## src/hdl/sbgr_pkg.sv

```systemverilog
// Shared types and constants for the semaphore bank with group rollback.
package sbgr_pkg;

    localparam int VAL_W = 15;
    localparam int IDX_W = 5;
    localparam int REQ_W = 16;
    localparam int CFG_W = 6;

    localparam logic [CFG_W-1:0] CFG_RESET = 6'd32;
    localparam logic [VAL_W-1:0] VAL_RESET = 15'd1;
    localparam logic [REQ_W-1:0] REQ_RESET = 16'd0;

    localparam logic [1:0] ACT_DELTA = 2'd0;
    localparam logic [1:0] ACT_SET   = 2'd1;
    localparam logic [1:0] ACT_READ  = 2'd2;

    localparam logic [2:0] ST_OK         = 3'd0;
    localparam logic [2:0] ST_RANGE      = 3'd1;
    localparam logic [2:0] ST_AGAIN      = 3'd2;
    localparam logic [2:0] ST_BLOCK      = 3'd3;
    localparam logic [2:0] ST_TOO_LONG   = 3'd4;
    localparam logic [2:0] ST_BAD_ACTION = 3'd5;
    localparam logic [2:0] ST_ABORTED    = 3'd6;

    typedef struct packed {
        logic [1:0]        action;
        logic [IDX_W-1:0]  sem_index;
        logic signed [15:0] delta;
        logic signed [15:0] set_value;
        logic              no_wait;
        logic              group_last;
        logic [REQ_W-1:0]  requester_id;
    } cmd_t;

    typedef struct packed {
        logic [2:0]       status;
        logic [VAL_W-1:0] value;
        logic             is_zero;
        logic [REQ_W-1:0] last_requester;
        logic             rolled_back;
    } result_t;

    // Classified operation as it sits in the queue
    typedef struct packed {
        logic [1:0]         action;
        logic [2:0]         pre_status;
        logic [IDX_W-1:0]   sem_index;
        logic signed [15:0] delta;
        logic [VAL_W-1:0]   set_value;
        logic               no_wait;
        logic               group_last;
        logic [REQ_W-1:0]   requester_id;
    } op_t;

endpackage

```

## src/hdl/sbgr_front.sv

```systemverilog
// Front end: command intake, config register and stateless checks.
module sbgr_front
    import sbgr_pkg::*;
#(
    parameter int NUM_SEMS  = 32,
    parameter int MAX_VALUE = 32767
)
(
    input  logic             clk,
    input  logic             rst_n,
    input  logic             start,
    input  cmd_t             cmd,
    input  logic             cfg_we,
    input  logic [CFG_W-1:0] cfg_data,
    input  logic             full,
    output logic             busy,
    output logic             push,
    output op_t              push_op
);

    logic [CFG_W-1:0] sems_in_use_reg;
    logic             idx_bad;
    logic             set_bad;

    always_ff @(posedge clk or negedge rst_n)
    begin
        if (!rst_n)
        begin
            sems_in_use_reg <= CFG_RESET;
        end
        else if (cfg_we)
        begin
            sems_in_use_reg <= cfg_data;
        end
    end

    assign busy = full;
    assign push = start && !full;

    always_comb
    begin
        idx_bad = ({1'b0, cmd.sem_index} >= sems_in_use_reg) ||
                  (32'(cmd.sem_index) >= NUM_SEMS);
        set_bad = cmd.set_value[15] || ($unsigned(cmd.set_value) > 16'(MAX_VALUE));

        push_op.action       = cmd.action;
        push_op.sem_index    = cmd.sem_index;
        push_op.delta        = cmd.delta;
        push_op.set_value    = cmd.set_value[VAL_W-1:0];
        push_op.no_wait      = cmd.no_wait;
        push_op.group_last   = cmd.group_last;
        push_op.requester_id = cmd.requester_id;

        // precedence among the stateless checks: action, index, set value
        unique case (cmd.action) inside
            ACT_DELTA, ACT_READ:
            begin
                push_op.pre_status = idx_bad ? ST_RANGE : ST_OK;
            end
            ACT_SET:
            begin
                push_op.pre_status = (idx_bad || set_bad) ? ST_RANGE : ST_OK;
            end
            default:
            begin
                push_op.pre_status = ST_BAD_ACTION;
            end
        endcase
    end

endmodule

```

## src/hdl/sbgr_queue.sv

```systemverilog
// Two-entry queue of classified operations between front and back.
module sbgr_queue
    import sbgr_pkg::*;
(
    input  logic clk,
    input  logic rst_n,
    input  logic push,
    input  op_t  push_op,
    input  logic pop,
    output op_t  head,
    output logic empty,
    output logic full
);

    op_t        slot_reg [2];
    logic       wr_ptr_reg;
    logic       rd_ptr_reg;
    logic [1:0] cnt_reg;

    assign empty = (cnt_reg == 2'd0);
    assign full  = (cnt_reg == 2'd2);
    assign head  = slot_reg[rd_ptr_reg];

    always_ff @(posedge clk)
    begin
        if (push)
        begin
            slot_reg[wr_ptr_reg] <= push_op;
        end
    end

    always_ff @(posedge clk or negedge rst_n)
    begin
        if (!rst_n)
        begin
            wr_ptr_reg <= 1'b0;
            rd_ptr_reg <= 1'b0;
            cnt_reg    <= 2'd0;
        end
        else
        begin
            if (push)
            begin
                wr_ptr_reg <= !wr_ptr_reg;
            end
            if (pop)
            begin
                rd_ptr_reg <= !rd_ptr_reg;
            end
            case ({push, pop})
                2'b10:   cnt_reg <= cnt_reg + 2'd1;
                2'b01:   cnt_reg <= cnt_reg - 2'd1;
                default: cnt_reg <= cnt_reg;
            endcase
        end
    end

endmodule

```

## src/hdl/sbgr_back.sv

```systemverilog
// Back end: semaphore RAM read-modify-write, group journal and rollback walk.
module sbgr_back
    import sbgr_pkg::*;
#(
    parameter int NUM_SEMS  = 32,
    parameter int MAX_VALUE = 32767,
    parameter int MAX_GROUP = 16
)
(
    input  logic    clk,
    input  logic    rst_n,
    input  logic    empty,
    input  op_t     head,
    output logic    pop,
    output logic    done,
    output result_t result
);

    localparam int SEM_DEPTH = (NUM_SEMS < 32) ? NUM_SEMS : 32;
    localparam int SEM_AW    = (SEM_DEPTH > 1) ? $clog2(SEM_DEPTH) : 1;
    localparam int GL_W      = $clog2(MAX_GROUP + 1);
    localparam int JA_W      = (MAX_GROUP > 1) ? $clog2(MAX_GROUP) : 1;
    localparam logic signed [16:0] MAX_S = 17'(MAX_VALUE);
    localparam logic signed [16:0] MIN_S = -17'(MAX_VALUE);

    typedef enum logic [4:0] {
        S_IDLE  = 5'b00001,
        S_EXEC  = 5'b00010,
        S_RB_RD = 5'b00100,
        S_RB_WR = 5'b01000,
        S_SPARE = 5'b10000
    } state_t;

    state_t state_reg, state_next;

    // storage
    logic [VAL_W-1:0]  sem_mem [SEM_DEPTH];
    logic [REQ_W-1:0]  id_mem  [SEM_DEPTH];
    logic [SEM_DEPTH-1:0] val_ok_reg;
    logic [SEM_DEPTH-1:0] id_ok_reg;
    logic [SEM_AW-1:0] jnl_idx_mem [MAX_GROUP];
    logic [VAL_W-1:0]  jnl_old_mem [MAX_GROUP];

    // read data
    logic [VAL_W-1:0]  rd_val_reg;
    logic              rd_vok_reg;
    logic [REQ_W-1:0]  rd_id_reg;
    logic              rd_iok_reg;
    logic [SEM_AW-1:0] jnl_idx_rd_reg;
    logic [VAL_W-1:0]  jnl_old_rd_reg;

    op_t               cur_reg;
    logic [GL_W-1:0]   glen_reg, glen_next;
    logic              failed_reg, failed_next;
    logic [2:0]        pend_reg, pend_next;
    result_t           res_reg, res_next;
    logic              done_reg, done_next;

    logic [SEM_AW-1:0] raddr;
    logic [SEM_AW-1:0] cur_addr;
    logic [VAL_W-1:0]  old_val;
    logic [REQ_W-1:0]  old_id;
    logic signed [16:0] nv;
    logic [2:0]        ex_status;
    logic [VAL_W-1:0]  new_val;
    logic [REQ_W-1:0]  new_id;
    logic [GL_W-1:0]   glen_dec;
    logic              too_long;

    logic              sem_we;
    logic [SEM_AW-1:0] sem_waddr;
    logic [VAL_W-1:0]  sem_wdata;
    logic              id_we;
    logic              jnl_we;
    logic              jnl_re;

    assign raddr    = head.sem_index[SEM_AW-1:0];
    assign cur_addr = cur_reg.sem_index[SEM_AW-1:0];
    assign old_val  = rd_vok_reg ? rd_val_reg : VAL_RESET;
    assign old_id   = rd_iok_reg ? rd_id_reg : REQ_RESET;
    assign glen_dec = glen_reg - GL_W'(1);
    assign too_long = (32'(glen_reg) >= MAX_GROUP);
    assign nv       = $signed({2'b00, old_val}) + $signed({cur_reg.delta[15], cur_reg.delta});

    assign done   = done_reg;
    assign result = res_reg;

    // status of the item in execute, abort aside
    always_comb
    begin
        if (too_long)
        begin
            ex_status = ST_TOO_LONG;
        end
        else if (cur_reg.pre_status != ST_OK)
        begin
            ex_status = cur_reg.pre_status;
        end
        else if (cur_reg.action == ACT_DELTA)
        begin
            if (nv > MAX_S || nv < MIN_S)
            begin
                ex_status = ST_RANGE;
            end
            else if (nv < 0)
            begin
                ex_status = cur_reg.no_wait ? ST_AGAIN : ST_BLOCK;
            end
            else
            begin
                ex_status = ST_OK;
            end
        end
        else
        begin
            ex_status = ST_OK;
        end

        case (cur_reg.action)
            ACT_DELTA: new_val = nv[VAL_W-1:0];
            ACT_SET:   new_val = cur_reg.set_value;
            default:   new_val = old_val;
        endcase
        new_id = (cur_reg.action == ACT_DELTA) ? cur_reg.requester_id : old_id;
    end

    always_comb
    begin
        state_next = state_reg;
        glen_next  = glen_reg;
        failed_next = failed_reg;
        pend_next  = pend_reg;
        res_next   = res_reg;
        done_next  = 1'b0;
        pop        = 1'b0;
        sem_we     = 1'b0;
        sem_waddr  = cur_addr;
        sem_wdata  = new_val;
        id_we      = 1'b0;
        jnl_we     = 1'b0;
        jnl_re     = 1'b0;

        unique case (state_reg)
            S_IDLE:
            begin
                if (!empty)
                begin
                    pop        = 1'b1;
                    state_next = S_EXEC;
                end
            end
            S_EXEC:
            begin
                state_next = S_IDLE;
                res_next   = '0;
                if (failed_reg)
                begin
                    res_next.status = ST_ABORTED;
                    done_next       = 1'b1;
                    if (cur_reg.group_last)
                    begin
                        failed_next = 1'b0;
                    end
                end
                else if (ex_status == ST_OK)
                begin
                    sem_we = (cur_reg.action == ACT_DELTA) || (cur_reg.action == ACT_SET);
                    id_we  = (cur_reg.action == ACT_DELTA);
                    res_next.status         = ST_OK;
                    res_next.value          = new_val;
                    res_next.is_zero        = (new_val == '0);
                    res_next.last_requester = new_id;
                    done_next               = 1'b1;
                    if (cur_reg.group_last)
                    begin
                        glen_next = '0;
                    end
                    else
                    begin
                        jnl_we    = 1'b1;
                        glen_next = glen_reg + GL_W'(1);
                    end
                end
                else
                begin
                    failed_next = !cur_reg.group_last;
                    pend_next   = ex_status;
                    if (glen_reg != '0)
                    begin
                        state_next = S_RB_RD;
                    end
                    else
                    begin
                        res_next.status = ex_status;
                        done_next       = 1'b1;
                    end
                end
            end
            S_RB_RD:
            begin
                // newest journal entry first
                jnl_re     = 1'b1;
                glen_next  = glen_dec;
                state_next = S_RB_WR;
            end
            S_RB_WR:
            begin
                sem_we    = 1'b1;
                sem_waddr = jnl_idx_rd_reg;
                sem_wdata = jnl_old_rd_reg;
                if (glen_reg == '0)
                begin
                    res_next             = '0;
                    res_next.status      = pend_reg;
                    res_next.rolled_back = 1'b1;
                    done_next            = 1'b1;
                    state_next           = S_IDLE;
                end
                else
                begin
                    state_next = S_RB_RD;
                end
            end
            default:
            begin
                state_next = S_IDLE;
            end
        endcase
    end

    always_ff @(posedge clk)
    begin
        if (sem_we)
        begin
            sem_mem[sem_waddr] <= sem_wdata;
        end
        if (id_we)
        begin
            id_mem[sem_waddr] <= cur_reg.requester_id;
        end
        if (pop)
        begin
            rd_val_reg <= sem_mem[raddr];
            rd_vok_reg <= val_ok_reg[raddr];
            rd_id_reg  <= id_mem[raddr];
            rd_iok_reg <= id_ok_reg[raddr];
            cur_reg    <= head;
        end
        if (jnl_we)
        begin
            jnl_idx_mem[glen_reg[JA_W-1:0]] <= cur_addr;
            jnl_old_mem[glen_reg[JA_W-1:0]] <= old_val;
        end
        if (jnl_re)
        begin
            jnl_idx_rd_reg <= jnl_idx_mem[glen_dec[JA_W-1:0]];
            jnl_old_rd_reg <= jnl_old_mem[glen_dec[JA_W-1:0]];
        end
        pend_reg <= pend_next;
        res_reg  <= res_next;
    end

    always_ff @(posedge clk or negedge rst_n)
    begin
        if (!rst_n)
        begin
            state_reg  <= S_IDLE;
            glen_reg   <= '0;
            failed_reg <= 1'b0;
            done_reg   <= 1'b0;
            val_ok_reg <= '0;
            id_ok_reg  <= '0;
        end
        else
        begin
            state_reg  <= state_next;
            glen_reg   <= glen_next;
            failed_reg <= failed_next;
            done_reg   <= done_next;
            if (sem_we)
            begin
                val_ok_reg[sem_waddr] <= 1'b1;
            end
            if (id_we)
            begin
                id_ok_reg[sem_waddr] <= 1'b1;
            end
        end
    end

endmodule

```

## src/hdl/semaphore_bank_with_group_rollback.sv

```systemverilog
// Top level of the semaphore bank with group rollback.
//
//   channel   handshake             payload        direction
//   command   start / busy          cmd (cmd_t)    in
//   result    done (one cycle)      result         out
//   config    cfg_we                cfg_data       in
//
// A normal beat in the back end is a semaphore RAM read (S_IDLE pop), then the update (S_EXEC).
// A failure after k journaled group items walks the journal, an S_RB_RD read and an S_RB_WR restore per item.
// Up to two beats queue between front and back; busy is high while the queue is full.
// Reset is immediate: per-entry valid bits stand in for the initial semaphore values.
// Results cannot be held off by the receiver.
module semaphore_bank_with_group_rollback
    import sbgr_pkg::*;
#(
    parameter int NUM_SEMS  = 32,
    parameter int MAX_VALUE = 32767,
    parameter int MAX_GROUP = 16
)
(
    input  logic             clk,
    input  logic             rst_n,
    input  logic             start,
    output logic             busy,
    input  cmd_t             cmd,
    input  logic             cfg_we,
    input  logic [CFG_W-1:0] cfg_data,
    output logic             done,
    output result_t          result
);

    logic push;
    op_t  push_op;
    logic pop;
    op_t  head;
    logic empty;
    logic full;

    sbgr_front #(
        .NUM_SEMS  (NUM_SEMS),
        .MAX_VALUE (MAX_VALUE)
    ) u_front (
        .clk      (clk),
        .rst_n    (rst_n),
        .start    (start),
        .cmd      (cmd),
        .cfg_we   (cfg_we),
        .cfg_data (cfg_data),
        .full     (full),
        .busy     (busy),
        .push     (push),
        .push_op  (push_op)
    );

    sbgr_queue u_queue (
        .clk     (clk),
        .rst_n   (rst_n),
        .push    (push),
        .push_op (push_op),
        .pop     (pop),
        .head    (head),
        .empty   (empty),
        .full    (full)
    );

    sbgr_back #(
        .NUM_SEMS  (NUM_SEMS),
        .MAX_VALUE (MAX_VALUE),
        .MAX_GROUP (MAX_GROUP)
    ) u_back (
        .clk    (clk),
        .rst_n  (rst_n),
        .empty  (empty),
        .head   (head),
        .pop    (pop),
        .done   (done),
        .result (result)
    );

endmodule

```

## config.mk

```make
export PLATFORM = sky130hd
export DESIGN_NAME = semaphore_bank_with_group_rollback
export DESIGN_NICKNAME = d
export VERILOG_FILES = /design/src/hdl/sbgr_pkg.sv /design/src/hdl/sbgr_front.sv /design/src/hdl/sbgr_queue.sv /design/src/hdl/sbgr_back.sv /design/src/hdl/semaphore_bank_with_group_rollback.sv
export SDC_FILE = /design/constraint.sdc
export NUM_CORES = 2
export LEC_CHECK = 0
export BUFFER_PORTS_ARGS = -buffer_cell sky130_fd_sc_hd__buf_2
export CORE_UTILIZATION = 53
export CTS_CLUSTER_DIAMETER = 150
export DETAILED_ROUTE_END_ITERATION = 10
export GPL_TIMING_DRIVEN = 0
export PLACE_DENSITY = 0.69
export SYNTH_ARGS = -nofsm -noshare
export SYNTH_HDL_FRONTEND = slang
export SYNTH_SLANG_ARGS = --single-unit
```

## constraint.sdc

```tcl
create_clock -name clk -period 7 [get_ports clk]
set_clock_uncertainty 0.05 [all_clocks]
set_input_delay 1.4 -clock clk [delete_from_list [all_inputs] [get_ports clk]]
set_output_delay 1.4 -clock clk [all_outputs]
set_load 0.005 [all_outputs]
```

==> flow_metrics.py <==
metrics = {
    "sta": {
        "max-slew-margin-rel_pct": -0.626,
        "setup_viol": 0,
        "drv_slew": 21,
        "hold_violations": 0,
        "clock.fmax_ghz": 0.162,
        "setup_tns_ns": 0,
        "tightestPinTransition_ns": 1.51,
        "finalCritPeriodShare_pct": 88.4,
        "fin_ws_ns": 0.809,
        "period_needed_ns": 6.19,
        "rsz0062_at_grt": "no",
    },
    "pwr": {
        "ir_drop_mv": 0.361,
        "p_per_area_mw_per_mm2": 458,
        "power_w": 0.0348,
        "leakagePower_nw": 26.1,
    },
    "run": {
        "maxCapViolCount": 1,
    },
    "routing": {
        "avgViaCountPerCell": 6.14,
        "drc_errors": 0,
        "drt-pass1-iter-count": 6,
        "wl_per_cell_um": 27.3,
        "wirelength_um": 185000,
        "vias": 41510,
        "drtIter0Drc": 5415,
        "postRouteAntennaNets": 0,
    },
    "cells_and_area": {
        "fill_cells": 9137,
        "largest_reg_flops": 512,
        "final_core_util_pct": 61.2,
        "drive_gt1_share_pct": 13.8,
        "num-nets-final": 5076,
        "final_area_sq_mm": 0.0759,
        "largest_register": "u_back.id_mem",
        "syn_to_final_growth_pct": 14.2,
    },
    "grt": {
        "grt_pass1_vias": 40414,
        "grt_pass1_wl_um": 267000,
        "grt_usage_pct": 29.2,
        "grt-ovfl-total": 0,
        "antenna_found_initial": 6,
        "grt_max_degree": 52,
    },
    "worst_hold_path": {
        "whs_endpoint": "u_back.id_ok_reg[24]",
        "min_from": "u_back.id_ok_reg[24]",
        "hp-class": "reg2reg",
        "hold_path_depth": 1,
    },
    "yosys": {
        "synthSimpleGateAreaFrac_pct": 13.3,
        "synth_flop_cell": "edfxtp_1",
        "synthAdderAreaFrac_pct": 0.520,
        "ys_warn_count": 0,
        "syn_avg_cell_area_sq_um": 14.4,
        "synthMuxAreaShare_pct": 4.57,
        "seq_area_frac_synth_pct": 74.5,
        "synth_top_family_by_area": "simple AND/OR/NAND/NOR gates",
        "postSynthNetCount": 4712,
        "synth.ff_latch_count": 1663,
        "synth_xor_area_share_pct": 0.224,
        "synth_cell_types": 72,
        "synth_edf_count": 1578,
        "synth_compound_area_share_pct": 4.97,
        "synthArstFlopShare_pct": 5.11,
        "syn-cell-area_sq_mm": 0.0664,
        "netlist_instances": 4618,
    },
    "status": {
        "status": "finished with violations",
        "violations": "max-capacitance violations, max-slew violations",
    },
    "placed_design": {
        "dp_hpwl_um": 126000,
        "port_buffers": 103,
        "dp_slack_ns": 0.680,
        "globalplace.congestion": 0.922,
        "dpl-instance-area_sq_mm": 0.0705,
    },
    "clocking": {
        "cts.path.max_buffers": 3,
        "cts.repair.resized": 0,
        "root_buffer": "clkbuf_16",
        "clock_sinks": 1663,
        "clk_latency_ns": 0.81,
        "numCtsBuffers": 163,
        "clk_pin_slew_ns": 0.06,
        "holdBufCountCts": 0,
        "postCtsSetupBuffers": 0,
        "cts_tree": "built",
        "h-tree-depth": 4,
    },
    "worst_setup_path": {
        "cp_data_arrival_time_ns": 6.53,
        "worstSetupPathType": "reg2reg",
        "startpoint_type": "flop",
        "rrSetupSlack_ns": 0.81,
        "path_max_fanout": 20,
        "rr_worst_depth": 12,
        "required_ns": 7.34,
        "r2r_end": "u_back.jnl_old_mem[8][6]",
        "rr_startpoint": "u_back.rd_vok_reg",
        "crit_path_end_kind": "flop",
    },
    "floorplan": {
        "dieHeight_um": 356,
        "die_w_um": 356,
        "num_rows": 129,
        "core_sq_mm": 0.124,
        "fp.dieArea_sq_mm": 0.127,
        "num_io_pins": 105,
        "initial_core_util_pct": 53.6,
    },
}
==> critical path: stages (launching register included) <==
cell	delay [ns]
edfxtp_1	0.41
clkbuf_1	0.40
and2_1	0.77
ha_1	0.46
and3_1	0.22
a221oi_2	0.47
o21ai_2	0.20
a221oi_2	0.42
nand3_2	0.17
o2bb2ai_2	0.28
o211a_1	0.34
clkbuf_1	0.34
and3_1	1.25
==> cell families (layout without fill, tap and decap cells) <==
family	count (synthesis)	in the layout
fa+ha+maj	27	27
xor+xnor	17	17
other cells	0	1
flops	1663	1663
buf+inv	326	829
mux	171	171
compound gates	432	432
simple gates	1982	1982
==> Yosys cell counts, drive strengths merged (9+ instances only) <==
cell type / count / area, sq um
nor3: 12 / 60.1
o21ai: 51 / 259
buf: 36 / 200
dfrtp: 83 / 2080
and2: 16 / 100
clkbuf: 264 / 991
and3: 91 / 569
edfxtp: 1578 / 47400
a31oi: 45 / 363
mux4: 100 / 2250
nor4: 35 / 313
inv: 24 / 90.1
a21o: 43 / 323
mux2: 58 / 657
nand2b: 9 / 56.3
nand2: 1123 / 4220
nor2: 78 / 293
ha: 26 / 325
a311oi: 168 / 1470
o21bai: 34 / 255
or2: 37 / 231
a21oi: 53 / 269
xnor2: 10 / 87.6
nand3: 557 / 2800
mux2i: 13 / 130
==> power by group <==
part	leakage (nW)	switching [W]	internal (W)	total, W
sequential	15.5	0.000688	0.0134	0.0141
combinational	8.13	0.00862	0.00350	0.0121
clock	2.53	0.00374	0.00479	0.00853
==> placed cells by master, fill, tap and decap left out, drive strengths merged, types with 37 or more instances in the layout <==
| cell type | instances |
|---|---|
| a21o | 43 |
| a21oi | 53 |
| a311oi | 168 |
| a31oi | 45 |
| and3 | 91 |
| buf | 235 |
| clkbuf | 474 |
| clkinv | 74 |
| dfrtp | 83 |
| edfxtp | 1578 |
| mux2 | 58 |
| mux4 | 100 |
| nand2 | 1123 |
| nand3 | 557 |
| nor2 | 78 |
| o21ai | 51 |
| or2 | 37 |
==> metrics by stage <==
| stage | cells | hold WS [ns] |
|---|---|---|
| after floorplan | 4618 | 0.383 |
| final | 6759 | 0.417 |
| after detailed placement | 6446 | 0.401 |
| after CTS | 6750 | 0.416 |
| after global placement | 6358 | 0.396 |
| after global routing | 6758 | 0.431 |
==> cell type report <==
class	count	area, sq um	area share, %
diodes	1	2.50	0.00330
plain buffers	300	1190	1.57
clock buffers	210	4400	5.80
clock inverters	94	767	1.01
inverters	26	97.6	0.129
multi-input cells	2629	16100	21.2
flip-flops and latches	1663	49500	65.2
well taps	1637	2050	2.70
repair buffers	199	1810	2.39
==> worst max path at each step <==
| stage | start | end | slack [ns] | cells after the start |
|---|---|---|---|---|
| 6_report | u_back.rd_vok_reg | u_back.jnl_old_mem[8][6] | 0.81 | 12 |
| 4_1_cts | u_back.rd_vok_reg | u_back.sem_mem[14][4] | 0.74 | 14 |
| 5_1_grt | u_back.rd_vok_reg | u_back.jnl_old_mem[8][3] | 0.53 | 12 |
| 2_1_floorplan | u_back.state_reg[0] | u_queue.cnt_reg[1] | 1.01 | 6 |
| 3_5_place_dp | u_back.rd_vok_reg | u_back.sem_mem[14][9] | 0.68 | 14 |
| 3_3_place_gp | u_back.state_reg[0] | u_queue.cnt_reg[1] | -1.74 | 6 |
==> layer usage <==
layer	GRT usage (%)	part of all wire (%)	vias to the layer above	routed length [um]
met5	0	0.0070	-	13
met4	14.3	5.0	2	9180
met3	5.79	9.9	426	18200
met2	46.8	48	2270	88100
met1	38.3	37	20678	69000
li1	-	-	18134	-
Power figures use the tool's default switching activity.
